`config.mk`:
```
export PLATFORM = sky130hd
export DESIGN_NAME = ring_fifo_with_threshold_purge
export DESIGN_NICKNAME = d
export VERILOG_FILES = /design/src/hdl/rftp_pkg.sv /design/src/hdl/ring_fifo_with_threshold_purge.sv
export VERILOG_INCLUDE_DIRS = /design/src /design/src/hdl
export SDC_FILE = /design/constraint.sdc
export NUM_CORES = 1
export LEC_CHECK = 0
export BUFFER_PORTS_ARGS = -buffer_cell sky130_fd_sc_hd__buf_2
export CAP_MARGIN = 25
export CORE_UTILIZATION = 56
export DETAILED_ROUTE_END_ITERATION = 8
export PLACE_DENSITY = 0.86
export SKIP_CTS_REPAIR_TIMING = 1
export SYNTH_ARGS = -nofsm -noshare
export SYNTH_HDL_FRONTEND = slang
export SYNTH_SLANG_ARGS = --single-unit
```
`constraint.sdc`:
```
create_clock -name clk -period 4.9 [get_ports clk]
set_clock_uncertainty 0.1 [all_clocks]
set_input_delay 1.225 -clock clk [delete_from_list [all_inputs] [get_ports clk]]
set_output_delay 1.225 -clock clk [all_outputs]
set_load 0.05 [all_outputs]
```
`src/hdl/ring_fifo_with_threshold_purge_defines.svh`:
```
// Assertion macros for the ring FIFO with threshold purge.
`ifndef RING_FIFO_WITH_THRESHOLD_PURGE_DEFINES_SVH
`define RING_FIFO_WITH_THRESHOLD_PURGE_DEFINES_SVH

// Same-cycle implication, disabled while reset is asserted.
`define RFTP_ASSERT_NOW(label, clk, rst_n, ante, cons) \
	label: assert property (@(posedge clk) disable iff (!rst_n) (ante) |-> (cons)) \
		else $error("ring fifo: same-cycle check failed");

// Next-cycle implication, disabled while reset is asserted.
`define RFTP_ASSERT_NEXT(label, clk, rst_n, ante, cons) \
	label: assert property (@(posedge clk) disable iff (!rst_n) (ante) |=> (cons)) \
		else $error("ring fifo: next-cycle check failed");

`endif

```
`src/hdl/rftp_pkg.sv`:
```
// Shared types and request codes for the ring FIFO with threshold purge.
package rftp_pkg;

	typedef logic signed [31:0] word_t;
	typedef logic [3:0]         occ_t;
	typedef logic [1:0]         req_t;

	localparam req_t REQ_PUSH  = 2'd0;
	localparam req_t REQ_POP   = 2'd1;
	localparam req_t REQ_PURGE = 2'd2;

endpackage

```
`src/hdl/ring_fifo_with_threshold_purge.sv`:
```
// Ring FIFO of signed words with in-place threshold purge; top level.
//
//  channel | signals                                  | direction
//  --------+------------------------------------------+----------
//  in      | in_valid, in_stall, req_type,            | request
//          | push_value, purge_limit                  |
//  out     | out_valid, out_stall, ok, pop_value,     | result
//          | occupancy                                |
//
// Push, unused codes and a pop on an empty ring finish in the cycle the item is accepted.
// Pop reads its word through the slot memory's one registered read port.
// Purge reads each stored entry once; each entry is then checked by the
// single signed comparator and written back if kept.
// Reset (arst_n low) sets both pointers to DEPTH-1; the slot memory is not
// cleared, and no clearing pass runs. A stalled result holds the output
// register; a new item is accepted only once that register can be freed.
`include "ring_fifo_with_threshold_purge_defines.svh"

module ring_fifo_with_threshold_purge import rftp_pkg::*; #(
	parameter int DEPTH = 16
) (
	input  logic  clk,
	input  logic  arst_n,
	input  logic  in_valid,
	output logic  in_stall,
	input  req_t  req_type,
	input  word_t push_value,
	input  word_t purge_limit,
	output logic  out_valid,
	input  logic  out_stall,
	output logic  ok,
	output word_t pop_value,
	output occ_t  occupancy
);

	localparam int PW = $clog2(DEPTH);
	localparam logic [PW-1:0] PTR_LAST = PW'(DEPTH - 1);

	// sequencer states
	localparam logic [1:0] ST_IDLE      = 2'd0;
	localparam logic [1:0] ST_POP_RD    = 2'd1;
	localparam logic [1:0] ST_PURGE_RD  = 2'd2;
	localparam logic [1:0] ST_PURGE_CMP = 2'd3;

	function automatic logic [PW-1:0] next_slot(input logic [PW-1:0] p);
		return (p == PTR_LAST) ? '0 : p + 1'b1;
	endfunction

	// entries between h (exclusive) and t (inclusive) around the ring
	function automatic logic [PW:0] ring_count(input logic [PW-1:0] t,
	                                           input logic [PW-1:0] h);
		logic [PW:0] diff;
		if (t >= h) begin
			diff = {1'b0, t} - {1'b0, h};
		end else begin
			diff = {1'b0, t} + (PW+1)'(DEPTH) - {1'b0, h};
		end
		return diff;
	endfunction

	logic [1:0]    state_q, state_d;
	logic [PW-1:0] head_q, head_d;
	logic [PW-1:0] tail_q, tail_d;
	logic [PW-1:0] rd_q, rd_d;       // purge read pointer
	logic [PW-1:0] wr_q, wr_d;       // purge compaction pointer
	word_t         limit_q;
	word_t         rdata_q;

	word_t         mem_q [DEPTH];
	logic          mem_we;
	logic [PW-1:0] mem_waddr;
	word_t         mem_wdata;
	logic          mem_re;
	logic [PW-1:0] mem_raddr;

	logic          out_valid_q;
	logic          ok_q;
	word_t         pop_value_q;
	occ_t          occupancy_q;

	logic          out_free;
	logic          in_accept;
	logic          load;
	logic          ok_d;
	word_t         pop_d;
	logic [PW:0]   occ_full;

	// output register can take a new result this cycle
	assign out_free  = !out_valid_q || !out_stall;
	assign in_stall  = (state_q != ST_IDLE) || !out_free;
	assign in_accept = in_valid && !in_stall;

	always_comb begin
		state_d   = state_q;
		head_d    = head_q;
		tail_d    = tail_q;
		rd_d      = rd_q;
		wr_d      = wr_q;
		mem_we    = 1'b0;
		mem_waddr = tail_q;
		mem_wdata = push_value;
		mem_re    = 1'b0;
		mem_raddr = head_q;
		load      = 1'b0;
		ok_d      = 1'b0;
		pop_d     = '0;
		unique case (state_q)
			ST_IDLE: begin
				if (in_accept) begin
					unique case (req_type)
						REQ_PUSH: begin
							load = 1'b1;
							if (next_slot(tail_q) != head_q) begin
								tail_d    = next_slot(tail_q);
								mem_we    = 1'b1;
								mem_waddr = next_slot(tail_q);
								ok_d      = 1'b1;
							end
						end
						REQ_POP: begin
							if (head_q != tail_q) begin
								head_d    = next_slot(head_q);
								mem_re    = 1'b1;
								mem_raddr = next_slot(head_q);
								state_d   = ST_POP_RD;
							end else begin
								load = 1'b1;
							end
						end
						REQ_PURGE: begin
							rd_d    = head_q;
							wr_d    = head_q;
							state_d = ST_PURGE_RD;
						end
						default: begin
							load = 1'b1;
						end
					endcase
				end
			end
			ST_POP_RD: begin
				if (out_free) begin
					load    = 1'b1;
					ok_d    = 1'b1;
					pop_d   = rdata_q;
					state_d = ST_IDLE;
				end
			end
			ST_PURGE_RD: begin
				if (rd_q == tail_q) begin
					// walk done: kept entries end at the compaction pointer
					if (out_free) begin
						tail_d  = wr_q;
						load    = 1'b1;
						ok_d    = 1'b1;
						state_d = ST_IDLE;
					end
				end else begin
					rd_d      = next_slot(rd_q);
					mem_re    = 1'b1;
					mem_raddr = next_slot(rd_q);
					state_d   = ST_PURGE_CMP;
				end
			end
			ST_PURGE_CMP: begin
				if (rdata_q >= limit_q) begin
					wr_d      = next_slot(wr_q);
					mem_we    = 1'b1;
					mem_waddr = next_slot(wr_q);
					mem_wdata = rdata_q;
				end
				state_d = ST_PURGE_RD;
			end
			default: begin
				state_d = ST_IDLE;
			end
		endcase
		occ_full = ring_count(tail_d, head_d);
	end

	always_ff @(posedge clk or negedge arst_n) begin
		if (!arst_n) begin
			state_q     <= ST_IDLE;
			head_q      <= PTR_LAST;
			tail_q      <= PTR_LAST;
			rd_q        <= PTR_LAST;
			wr_q        <= PTR_LAST;
			out_valid_q <= 1'b0;
		end else begin
			state_q <= state_d;
			head_q  <= head_d;
			tail_q  <= tail_d;
			rd_q    <= rd_d;
			wr_q    <= wr_d;
			if (load) begin
				out_valid_q <= 1'b1;
			end else if (!out_stall) begin
				out_valid_q <= 1'b0;
			end
		end
	end

	// result and threshold payload
	always_ff @(posedge clk) begin
		if (load) begin
			ok_q        <= ok_d;
			pop_value_q <= pop_d;
			occupancy_q <= 4'(occ_full);
		end
		if (in_accept && req_type == REQ_PURGE) begin
			limit_q <= purge_limit;
		end
	end

	// slot memory: one write port, one registered read port
	always_ff @(posedge clk) begin
		if (mem_we) begin
			mem_q[mem_waddr] <= mem_wdata;
		end
		if (mem_re) begin
			rdata_q <= mem_q[mem_raddr];
		end
	end

	assign out_valid = out_valid_q;
	assign ok        = ok_q;
	assign pop_value = pop_value_q;
	assign occupancy = occupancy_q;

	// ring never holds more than DEPTH-1 entries
	`RFTP_ASSERT_NOW(a_occ_bound, clk, arst_n, 1'b1,
		ring_count(tail_q, head_q) <= (PW+1)'(DEPTH - 1))

	// compaction pointer never overtakes the read pointer
	`RFTP_ASSERT_NOW(a_purge_order, clk, arst_n,
		state_q == ST_PURGE_RD || state_q == ST_PURGE_CMP,
		ring_count(wr_q, head_q) <= ring_count(rd_q, head_q))

	// purge leaves the head untouched
	`RFTP_ASSERT_NEXT(a_purge_head, clk, arst_n,
		state_q == ST_PURGE_RD || state_q == ST_PURGE_CMP, $stable(head_q))

	// a push into a full ring is refused
	`RFTP_ASSERT_NEXT(a_push_full, clk, arst_n,
		in_accept && req_type == REQ_PUSH && next_slot(tail_q) == head_q,
		out_valid && !ok && $stable(tail_q))

endmodule

```
# Yosys cells after proc, flatten, opt, wreduce, memory -nomap -nowiden
# Memories as Yosys holds them, arrays and structs flattened. A register that Yosys moved wholly into a read port is not among the register bits.
# Cells that the tools add are included.
dict set report totals {
  reg_bits 88
  ram_bits 512
  in_bits 70
  output_inout_bits 39
  n_memories 1
}
dict set report classes {
  add_sub_neg 7
  n_lt_le_gt_ge 2
  eq_ne 19
  mux 54
  reduce_logical 17
}
# memory depth width read_ports rd_clocked_by_memory_dff wr line_no
set mem_list {}
lappend mem_list {mem_q 16 32 1 1 1 ring_fifo_with_threshold_purge.sv:69} ;# word_t mem_q [DEPTH];
# cell n
set ops {}
lappend ops {{2-to-1 mux 4 bit} 20}
lappend ops {{2-to-1 mux 32 bit} 2}
lappend ops {{one-hot mux 4 bit (2 select lines)} 5}
lappend ops {{greater-or-equal comparator 32 bit} 1}
lappend ops {{adder 4 x 1 -> 4 bit (second input constant)} 5}
lappend ops {{equality test 4 bit (second input constant)} 4}
lappend ops {{2-to-1 mux 1 bit} 16}
lappend ops {{2-to-1 mux 2 bit} 4}
lappend ops {{!= test 2 bit (second input constant)} 4}
lappend ops {{!= test 4 bit} 2}
lappend ops {{one-hot mux 2 bit (4 select lines)} 1}
lappend ops {{AND reduction 4 bit} 2}
lappend ops {{subtractor 4 bit} 2}
lappend ops {{equality test 2 bit (second input constant)} 3}
lappend ops {{one-hot mux 1 bit (2 select lines)} 3}
lappend ops {{one-hot mux 1 bit (3 select lines)} 2}
lappend ops {{nonzero test 2 bit} 3}
lappend ops {{equality test 2 x 1 -> 1 bit (second input constant)} 2}
lappend ops {{equality test 4 bit} 1}
lappend ops {{greater-or-equal comparator 4 bit} 1}
lappend ops {{zero test 1 bit} 4}
lappend ops {{zero test 2 bit} 2}
lappend ops {{one-hot mux 2 bit (2 select lines)} 1}
lappend ops {{!= test 3 x 2 -> 1 bit (second input constant)} 1}
lappend ops {{other kinds (6)} 8}

# Depth between registers and ports, before layout
# Gate-level depths: netlist (run 1).
dict set report depth {
  depth_word 11
  ltp_mapped 16
  depth_no_buf 15
}

# Worst setup path after synthesis (run 1)
# No wires, ideal clock.
dict set report synth_path {
  path_kind {in2reg}
  from {input port out_stall}
  to {memory mem_q[8][0] (netlist name), enable pin}
  arrival_ns 4.390
  required_ns 4.379
  path_slack_ns -0.011
  stages 9
  path_buffers 0
  path_cell_list {nand2_1 nand3_1 nor3_1 o21ai_2 o211ai_1 o31a_1 o2111ai_1 or4b_1 nor2_1}
}
dict set report synth_between {
  elab_chain_len 10
  elab_cells_between_ends 12
  classes_between {6 x mux; 6 x reduce/logical}
}
# item line_no
set synth_rtl {}
lappend synth_rtl {{start, declared} ring_fifo_with_threshold_purge.sv:30} ;# input logic out_stall,
lappend synth_rtl {{zero test 1 bit *} --}
lappend synth_rtl {{logical OR 1 bit *} ring_fifo_with_threshold_purge.sv:89} ;# assign out_free = !out_valid_q || !out_stall;
lappend synth_rtl {{zero test 1 bit *} ring_fifo_with_threshold_purge.sv:90} ;# assign in_stall = (state_q != ST_IDLE) || !out_free;
lappend synth_rtl {{logical OR 1 bit *} ring_fifo_with_threshold_purge.sv:90}
lappend synth_rtl {{zero test 1 bit *} ring_fifo_with_threshold_purge.sv:91} ;# assign in_accept = in_valid && !in_stall;
lappend synth_rtl {{logical AND 1 bit *} ring_fifo_with_threshold_purge.sv:91}
lappend synth_rtl {{2-to-1 mux 1 bit} ring_fifo_with_threshold_purge.sv:109} ;# if (in_accept) begin
lappend synth_rtl {{one-hot mux 1 bit (2 select lines)} ring_fifo_with_threshold_purge.sv:107} ;# unique case (state_q)
lappend synth_rtl {{2-to-1 mux 1 bit} ring_fifo_with_threshold_purge.sv:217} ;# if (mem_we) begin
lappend synth_rtl {{2-to-1 mux 1 bit (not written as such)} ring_fifo_with_threshold_purge.sv:218} ;# mem_q[mem_waddr] <= mem_wdata;
lappend synth_rtl {{end, declared} ring_fifo_with_threshold_purge.sv:69}
# Every way passes the cells marked *; elsewhere a longest branch is shown, timed or not.

# Worst setup path after layout (run 1)
dict set report layout_path {
  from {register rdata_q[27] (read register of mem_q)}
  to {memory mem_q[2][6] (netlist name), enable pin}
}
dict set report layout_between {
  elab_chain_len 5
  elab_cells_between_ends 7
  classes_between {1 x order compare; 6 x mux}
}
# item line_no
set layout_rtl {}
lappend layout_rtl {{start, declared} ring_fifo_with_threshold_purge.sv:67} ;# word_t rdata_q;
lappend layout_rtl {{greater-or-equal comparator 32 bit *} ring_fifo_with_threshold_purge.sv:166} ;# if (rdata_q >= limit_q) begin
lappend layout_rtl {{2-to-1 mux 1 bit} ring_fifo_with_threshold_purge.sv:166}
lappend layout_rtl {{one-hot mux 1 bit (2 select lines)} ring_fifo_with_threshold_purge.sv:107}
lappend layout_rtl {{2-to-1 mux 1 bit} ring_fifo_with_threshold_purge.sv:217}
lappend layout_rtl {{2-to-1 mux 1 bit (not written as such)} ring_fifo_with_threshold_purge.sv:218}
# Marked as above.

==> impl_summary.txt, run 1 <==
----------------------------------------------------
[Outcome]
  Status ... finished, final reports clean

[Run]
  Max-cap check violation count ... 0

[Worst setup path]
  Data arrival time of the worst path ... between 4000 and 5000 ps
  Top cell by count, worst path ... sky130_fd_sc_hd__buf_4
  Setup crit end ... mem_q[2][6]
  Crit path largest cell delay ... about 520 ps
  Cell type of the slowest stage on the worst timing path ... sky130_fd_sc_hd__edfxtp_1
  Startpoint Class ... register
  Cells on worst reg2reg path ... 12
  Worst-case register-to-register setup slack ... approximately 120 ps
  Worst flop-to-flop path startpoint ... rdata_q[27]
  Worst Path Required ... between 5000 and 6000 ps
  Cells along the critical path ... ha_1 -> a21oi_1 -> o21ai_0 -> a221oi_1 -> o211ai_1 -> or3_1 -> nand3_2 -> buf_4 -> o21a_1 -> o2111a_1 -> nor2b_4 -> buf_4
  Biggest fanout along the worst timing path ... 31
  Capture point of the worst reg-to-reg path ... mem_q[2][6]
  Crit end category ... register
  Beginning of the critical path ... rdata_q[27]
  Type of the worst setup path ... register to register

[Place]
  Final Wtd Congestion ... ~0.93
  Count of buffers from port buffering ... 108
  Placement-stage worst setup slack ... 122 ps
  Sum of net half-perimeters after detailed placement ... 41600 um

[Die]
  Die X-Extent ... around 220 um
  Initial standard-cell utilization of the core ... 0.567
  Area of the die ... around 48000 um^2
  Die H ... 219 um
  Number of placement rows ... 79
  I/O pin total ... approximately 110
  Total core area ... approximately 47000 um^2

[Yosys]
  Mean instance size in the synthesized netlist ... roughly 14 um^2
  Total number of yosys warnings ... 0
  Yosys reg bits ... roughly 630
  Distinct cell type count after synthesis ... between 70 and 80
  Top_reg_cell synth ... sky130_fd_sc_hd__edfxtp_1
  Share of flip-flops with an asynchronous set or reset after synthesis ... 0.0301
  Cell area after synthesis ... between 20000 and 30000 um^2
  Portion of synthesized cell area occupied by the leading cell type ... 0.697
  Count of flip-flops with a built-in enable after synthesis ... approximately 610
  Synthesized instance count ... approximately 1800
  Ranking of synthesized cells by instance count ... sky130_fd_sc_hd__edfxtp_1 (613), sky130_fd_sc_hd__nand2_1 (347), sky130_fd_sc_hd__and3_1 (98), sky130_fd_sc_hd__mux2i_1 (70), sky130_fd_sc_hd__a31oi_1 (69)
  Most instantiated library cell after synthesis ... sky130_fd_sc_hd__edfxtp_1
  Synth top area cells ... sky130_fd_sc_hd__edfxtp_1 (70%), sky130_fd_sc_hd__nand2_1 (4.9%), sky130_fd_sc_hd__mux2i_1 (2.7%)
  Net count of the mapped netlist ... roughly 2000
  Share of synthesized area occupied by flip-flops and latches ... 0.716
  Dominant cell type by area after synthesis ... sky130_fd_sc_hd__edfxtp_1

[Drt]
  First DRT Iteration DRCs ... 2529
  Total length of routed wires ... 66200 um
  Pre-Repair DR Iteration Count ... 6
  Total via count after detailed routing ... roughly 17000
  Routed vias/inst ... between 6 and 7
  Average wire per cell in the routed design ... 25.3 um
  Number of routed nets with antenna violations ... 0
  DRC ... 0

[Cells and area]
  Area growth, synth to finish ... 13.4%
  Share of layout cells above drive strength 1 ... 0.188
  Storage element area ... between 15000 and 20000 um^2
  Final #Nets ... 2076
  Antenna fix cells ... 0
  Filler instances ... 3025
  Area occupied by multi-input gates ... about 7000 um^2

[GRT]
  Wire length of the first global-routing pass ... just under 100000 um
  Total routing usage reported by global routing ... 0.278
  Via count of the first global-routing pass ... ~17000
  Sum of overflow across all layers after global routing ... 0
  Largest net degree at the start of global routing ... 100
  Initial antenna violation count ... 1

[Clock tree]
  Clock tree from TritonCTS ... yes
  Clock latency reported for the late side of the worst-skew pair ... 620 ps
  CTS H-tree depth ... 2
  Clock edge transition at the registers on the reported setup and hold paths ... 60 ps
  Number of sinks on the clock net ... roughly 630
  Maximum buffer depth of the clock tree ... 3
  Number of clock buffers inserted by TritonCTS ... 58
  Clock root cell ... sky130_fd_sc_hd__clkbuf_16

[Pwr]
  Maximum ir drop on the vdd rail ... between 0.6 and 0.7 mV
  Leakage power figure ... around 11 nW
  P per Cell Area ... ~760 nW/um^2

[Timing]
  Summed negative setup slack over all endpoints ... 0 ps
  Final number of max-transition violations ... 0
  Slew at the pin closest to its max-slew limit ... roughly 1000 ps
  Final count of hold timing violations ... 0
  Unrepaired setup endpoints after global routing ... no
  Worst slew slack as a fraction of its limit ... 0.298
  Maximum operating frequency ... ~210 MHz
  Min Tclk post-route ... ~4800 ps
  Final critical-path setup slack ... 119 ps
  Finish-stage setup viols ... 0
  Final cycle utilization of the critical path ... 0.976

[Hold path]
  Type of the worst min-delay path ... register to register

----------------------------------------------------
final cells by class:
cell class / count / area share
clock inverter: 47 / 0.0152
tap: 607 / 0.0254
inverter: 49 / 0.00614
clock buffer: 62 / 0.0497
timing repair buffer: 183 / 0.0389
multi-input combinational: 1038 / 0.234
sequential: 632 / 0.631
stage by stage:
stage	hold slack (ps)	total power [mW]	util	instance area (um^2)	cells
after floorplan	376	14.3	-	26400	1833
after global routing	432	23.6	0.644	30000	2618
after global placement	389	17.5	0.601	28000	2508
final	405	22.7	0.644	30000	2618
after detailed placement	400	17.8	0.601	28000	2508
after CTS	414	22.5	0.643	29900	2617
critical path, delay by kind of cell (launching register included):
family          cells  cell delay, ps
compound gates      6            1500
simple gates        3            1070
buf+inv             2             840
flops               1             520
fa+ha+maj           1             370
flip-flops by register name (all words and copies together) (netlist names):
signal / cells
mem_q: 512
limit_q: 32
pop_value: 32
rdata_q: 32
head_q: 4
occupancy: 4
rd_q: 4
tail_q: 4
wr_q: 4
state_q: 2
ok: 1
out_valid: 1
worst min path at each step:
stage,startpoint,to,slack [ps],cells after the start
after global routing,out_valid,out_valid,430,1
after floorplan,wr_q[3],wr_q[3],380,2
final,out_valid,out_valid,400,1
after CTS,wr_q[3],wr_q[3],410,2
after detailed placement,out_valid,out_valid,400,1
after global placement,out_valid,out_valid,390,1
layer usage:
metal / vias to the layer above / routed length (um) / global-route usage
met2: 1194 / 31700 / 0.451
met3: 202 / 7770 / 0.0492
li1: 7245 / - / -
met1: 8267 / 24400 / 0.377
met4: 0 / 2340 / 0.105
met5: - / 0 / 0
power by group:
group          total (mW)  switching [mW]  internal, mW
Combinational        10.3            6.79          3.52
Sequential           7.80           0.504          7.30
Clock                4.59            1.97          2.62
Total                22.7            9.26          13.4
cells by family after synthesis:
logic type	after synthesis	share of synthesized area
buffers and inverters	163	0.0265
muxes	107	0.0427
adders and majority gates	44	0.0211
DFF	632	0.716
AOI/OAI and AO/OA	295	0.0888
and+or+nand+nor	574	0.0993
xor gates and xnor gates	18	0.00597
cell usage in the layout (no fill, tap or decap), types with 11 or more instances in the layout:
cell type / synthesis / layout
sky130_fd_sc_hd__a221o_1: 32 / 31
sky130_fd_sc_hd__a211oi_1: 33 / 32
sky130_fd_sc_hd__ha_1: 43 / 43
sky130_fd_sc_hd__nand3_1: 16 / 14
sky130_fd_sc_hd__clkbuf_16: 0 / 59
sky130_fd_sc_hd__o21ai_0: 18 / 18
sky130_fd_sc_hd__a32o_1: 31 / 31
sky130_fd_sc_hd__dfstp_2: 16 / 16
sky130_fd_sc_hd__mux2i_1: 70 / 70
sky130_fd_sc_hd__xor2_1: 11 / 11
sky130_fd_sc_hd__edfxtp_1: 613 / 613
sky130_fd_sc_hd__nor2_4: 0 / 13
sky130_fd_sc_hd__clkinv_2: 0 / 21
sky130_fd_sc_hd__and3_1: 98 / 97
sky130_fd_sc_hd__a31oi_1: 69 / 68
sky130_fd_sc_hd__inv_1: 49 / 49
sky130_fd_sc_hd__a2111oi_1: 17 / 17
sky130_fd_sc_hd__buf_2: 35 / 108
sky130_fd_sc_hd__and2_1: 30 / 31
sky130_fd_sc_hd__nor2_1: 35 / 22
sky130_fd_sc_hd__nand2_1: 347 / 346
sky130_fd_sc_hd__a21oi_1: 24 / 24
sky130_fd_sc_hd__mux2_2: 36 / 36
sky130_fd_sc_hd__buf_4: 3 / 70
Power figures use the tool's default switching activity.
==> inputs of run 2 (changes only) <==
- SETUP_SLACK_MARGIN: default -> 0.15
==> run 2 against run 1 <==
Register-to-register slack improved by 170 ps. Combinational power about the same. Non-clock buffer count unchanged. Die area unchanged. Sequential cell count unchanged. Global-route usage unchanged. Maximum frequency increased by 3.7%. Critical path depth decreased by 1. Sequential power about the same. Routed wire length about the same. Power about the same. Critical path type unchanged.
==> impl_summary.txt, run 2 (same netlist as run 1, synthesis figures left out) <==
----------------------------------------------------
[Hold path]
  Min-delay src ... out_valid
  Worst min-delay path endpoint ... out_valid
  Type of the worst min-delay path ... register to register
  Hold Path Depth ... 1 (unchanged)

[Cells and area]
  Util after Layout ... 0.644 (about the same)
  Area occupied by multi-input gates ... 7010 um^2 (+0.11%)
  Share of layout cells above drive strength 1 ... 0.188 (unchanged)
  Final #Nets ... 2076 (unchanged)
  Top reg by flops ... mem_q
  Final std cell area, no fill ... 30000 um^2 (about the same)
  Most common cell after layout, fill and taps aside ... sky130_fd_sc_hd__edfxtp_1
  Final cell count without fillers ... 2618 (unchanged)
  Max reg flops ... 512 (unchanged)
  Antenna fix cells ... 0 (unchanged)
  Filler instances ... 3023 (-0.066%)
  Area growth, synth to finish ... 13.5% (about the same)
  Most frequent cells in the layout ... sky130_fd_sc_hd__edfxtp_1 (613), sky130_fd_sc_hd__nand2_1 (346), sky130_fd_sc_hd__buf_2 (108)
  Storage element area ... 18900 um^2 (unchanged)

[Die]
  I/O pin total ... 109 (unchanged)
  Initial standard-cell utilization of the core ... 0.567 (unchanged)
  Number of placement rows ... 79 (unchanged)
  Total core area ... 46600 um^2 (unchanged)
  Die H ... 219 um (unchanged)
  Die X-Extent ... 219 um (unchanged)
  Area of the die ... 48000 um^2 (unchanged)

[Clock tree]
  CTS H-tree depth ... 2 (unchanged)
  Maximum buffer depth of the clock tree ... 3 (unchanged)
  Number of sinks on the clock net ... 632 (unchanged)
  Clock latency reported for the late side of the worst-skew pair ... 620 ps (about the same)
  Clock edge transition at the registers on the reported setup and hold paths ... 60 ps (about the same)
  Clock tree from TritonCTS ... yes
  Number of clock buffers inserted by TritonCTS ... 58 (unchanged)
  Clock root cell ... sky130_fd_sc_hd__clkbuf_16

[Worst setup path]
  Worst flop-to-flop path startpoint ... rdata_q[27]
  Startpoint Class ... register
  Worst-case register-to-register setup slack ... 290 ps (+170 ps)
  CP bufs+invs ... 1 (-1)
  Beginning of the critical path ... rdata_q[27]
  Capture point of the worst reg-to-reg path ... mem_q[9][12]
  Crit end category ... register
  Worst Path Required ... 5090 ps (+40 ps)
  Crit path largest cell delay ... 790 ps (+270 ps)
  Biggest fanout along the worst timing path ... 17 (-45%)
  Cells on worst reg2reg path ... 11 (-1)
  Type of the worst setup path ... register to register
  Cell type of the slowest stage on the worst timing path ... sky130_fd_sc_hd__or4b_1
  Cells along the critical path ... ha_1 -> a21oi_1 -> o21ai_0 -> a221oi_1 -> o211ai_1 -> or3_1 -> nand3_4 -> o2111ai_1 -> or4b_1 -> nor2_4 -> buf_4
  Data arrival time of the worst path ... 4800 ps (-130 ps)
  Family of cells with the greatest summed delay on the critical path ... simple AND/OR/NAND/NOR gates

[Pwr]
  P per Cell Area ... 757 nW/um^2 (about the same)
  Leakage power figure ... 10.9 nW (about the same)
  Maximum ir drop on the vdd rail ... 0.681 mV (+0.54%)

[Timing]
  Final cycle utilization of the critical path ... 0.941 (-0.0348)
  Final count of hold timing violations ... 0 (unchanged)
  Final number of max-transition violations ... 0 (unchanged)
  Maximum operating frequency ... 217 MHz (+3.7%)
  Finish-stage setup viols ... 0 (unchanged)
  Slew at the pin closest to its max-slew limit ... 1060 ps (+6.63 ps)
  Worst slew slack as a fraction of its limit ... 0.294 (-0.00443)
  WHS ... 405 ps (+0.433 ps)
  Unrepaired setup endpoints after global routing ... no
  Min Tclk post-route ... 4610 ps (-170 ps)

[Drt]
  DRC ... 0 (unchanged)
  Number of routed nets with antenna violations ... 0 (unchanged)
  First DRT Iteration DRCs ... 2458 (-2.8%)
  Routed vias/inst ... 6.44 (-0.23%)
  Total length of routed wires ... 66200 um (about the same)
  Total via count after detailed routing ... 16900 (-0.23%)
  Pre-Repair DR Iteration Count ... 6 (unchanged)
  Average wire per cell in the routed design ... 25.3 um (about the same)

[Place]
  Final Wtd Congestion ... 0.932 (unchanged)
  Sum of net half-perimeters after detailed placement ... 41600 um (unchanged)
  Instance area after placement ... 28000 um^2 (unchanged)
  Dpl cells ... 2508 (unchanged)
  Count of buffers from port buffering ... 108 (unchanged)

[GRT]
  Sum of overflow across all layers after global routing ... 0 (unchanged)
  Wire length of the first global-routing pass ... 99200 um (unchanged)
  Total routing usage reported by global routing ... 0.278 (unchanged)
  Largest net degree at the start of global routing ... 100 (unchanged)
  Via count of the first global-routing pass ... 16700 (unchanged)
  Initial antenna violation count ... 1 (unchanged)

[Outcome]
  Status ... finished, final reports clean

[Run]
  Max-cap check violation count ... 0 (unchanged)

----------------------------------------------------
## run 2: worst max path at each step
stage / cells past startpoint / to / slack [ps]
finish: 11 / mem_q[9][12] / 290
global route: 11 / mem_q[9][5] / 230
CTS: 12 / mem_q[2][7] / 30
detailed placement: 12 / mem_q[2][18] / 120
global placement: 12 / mem_q[2][21] / 150
floorplan: 9 / mem_q[8][0] / -10
## run 2: through the flow
stage | total power, mW | TNS (ps) | worst slack, ps
finish | 22.7 | 0 | 290
global route | 23.6 | 0 | 231
CTS | 22.5 | 0 | 27.5
detailed placement | 17.8 | 0 | 122
global placement | 17.5 | 0 | 153
floorplan | 14.3 | -727 | -11.4
## run 2: power breakdown
group / total [mW] / internal (mW) / switching [mW]
combinational: 10.3 / 3.52 / 6.79
sequential: 7.80 / 7.30 / 0.500
clock: 4.59 / 2.62 / 1.97
total: 22.7 / 13.4 / 9.26
## run 2: layout make-up
type | instances | area share
Clock buffer | 62 | 0.0496
Clock inverter | 47 | 0.0152
Inverter | 49 | 0.00614
Multi-Input combinational cell | 1038 | 0.234
Sequential cell | 632 | 0.631
Tap cell | 607 | 0.0253
Timing Repair Buffer | 183 | 0.0393
## run 2: layer usage
metal / vias up / global-route usage / share of wire
met2: 1244 / 0.451 / 0.48
met3: 194 / 0.0492 / 0.12
met5: - / 0 / 0
li1: 7242 / - / -
met1: 8189 / 0.377 / 0.37
met4: 0 / 0.105 / 0.035
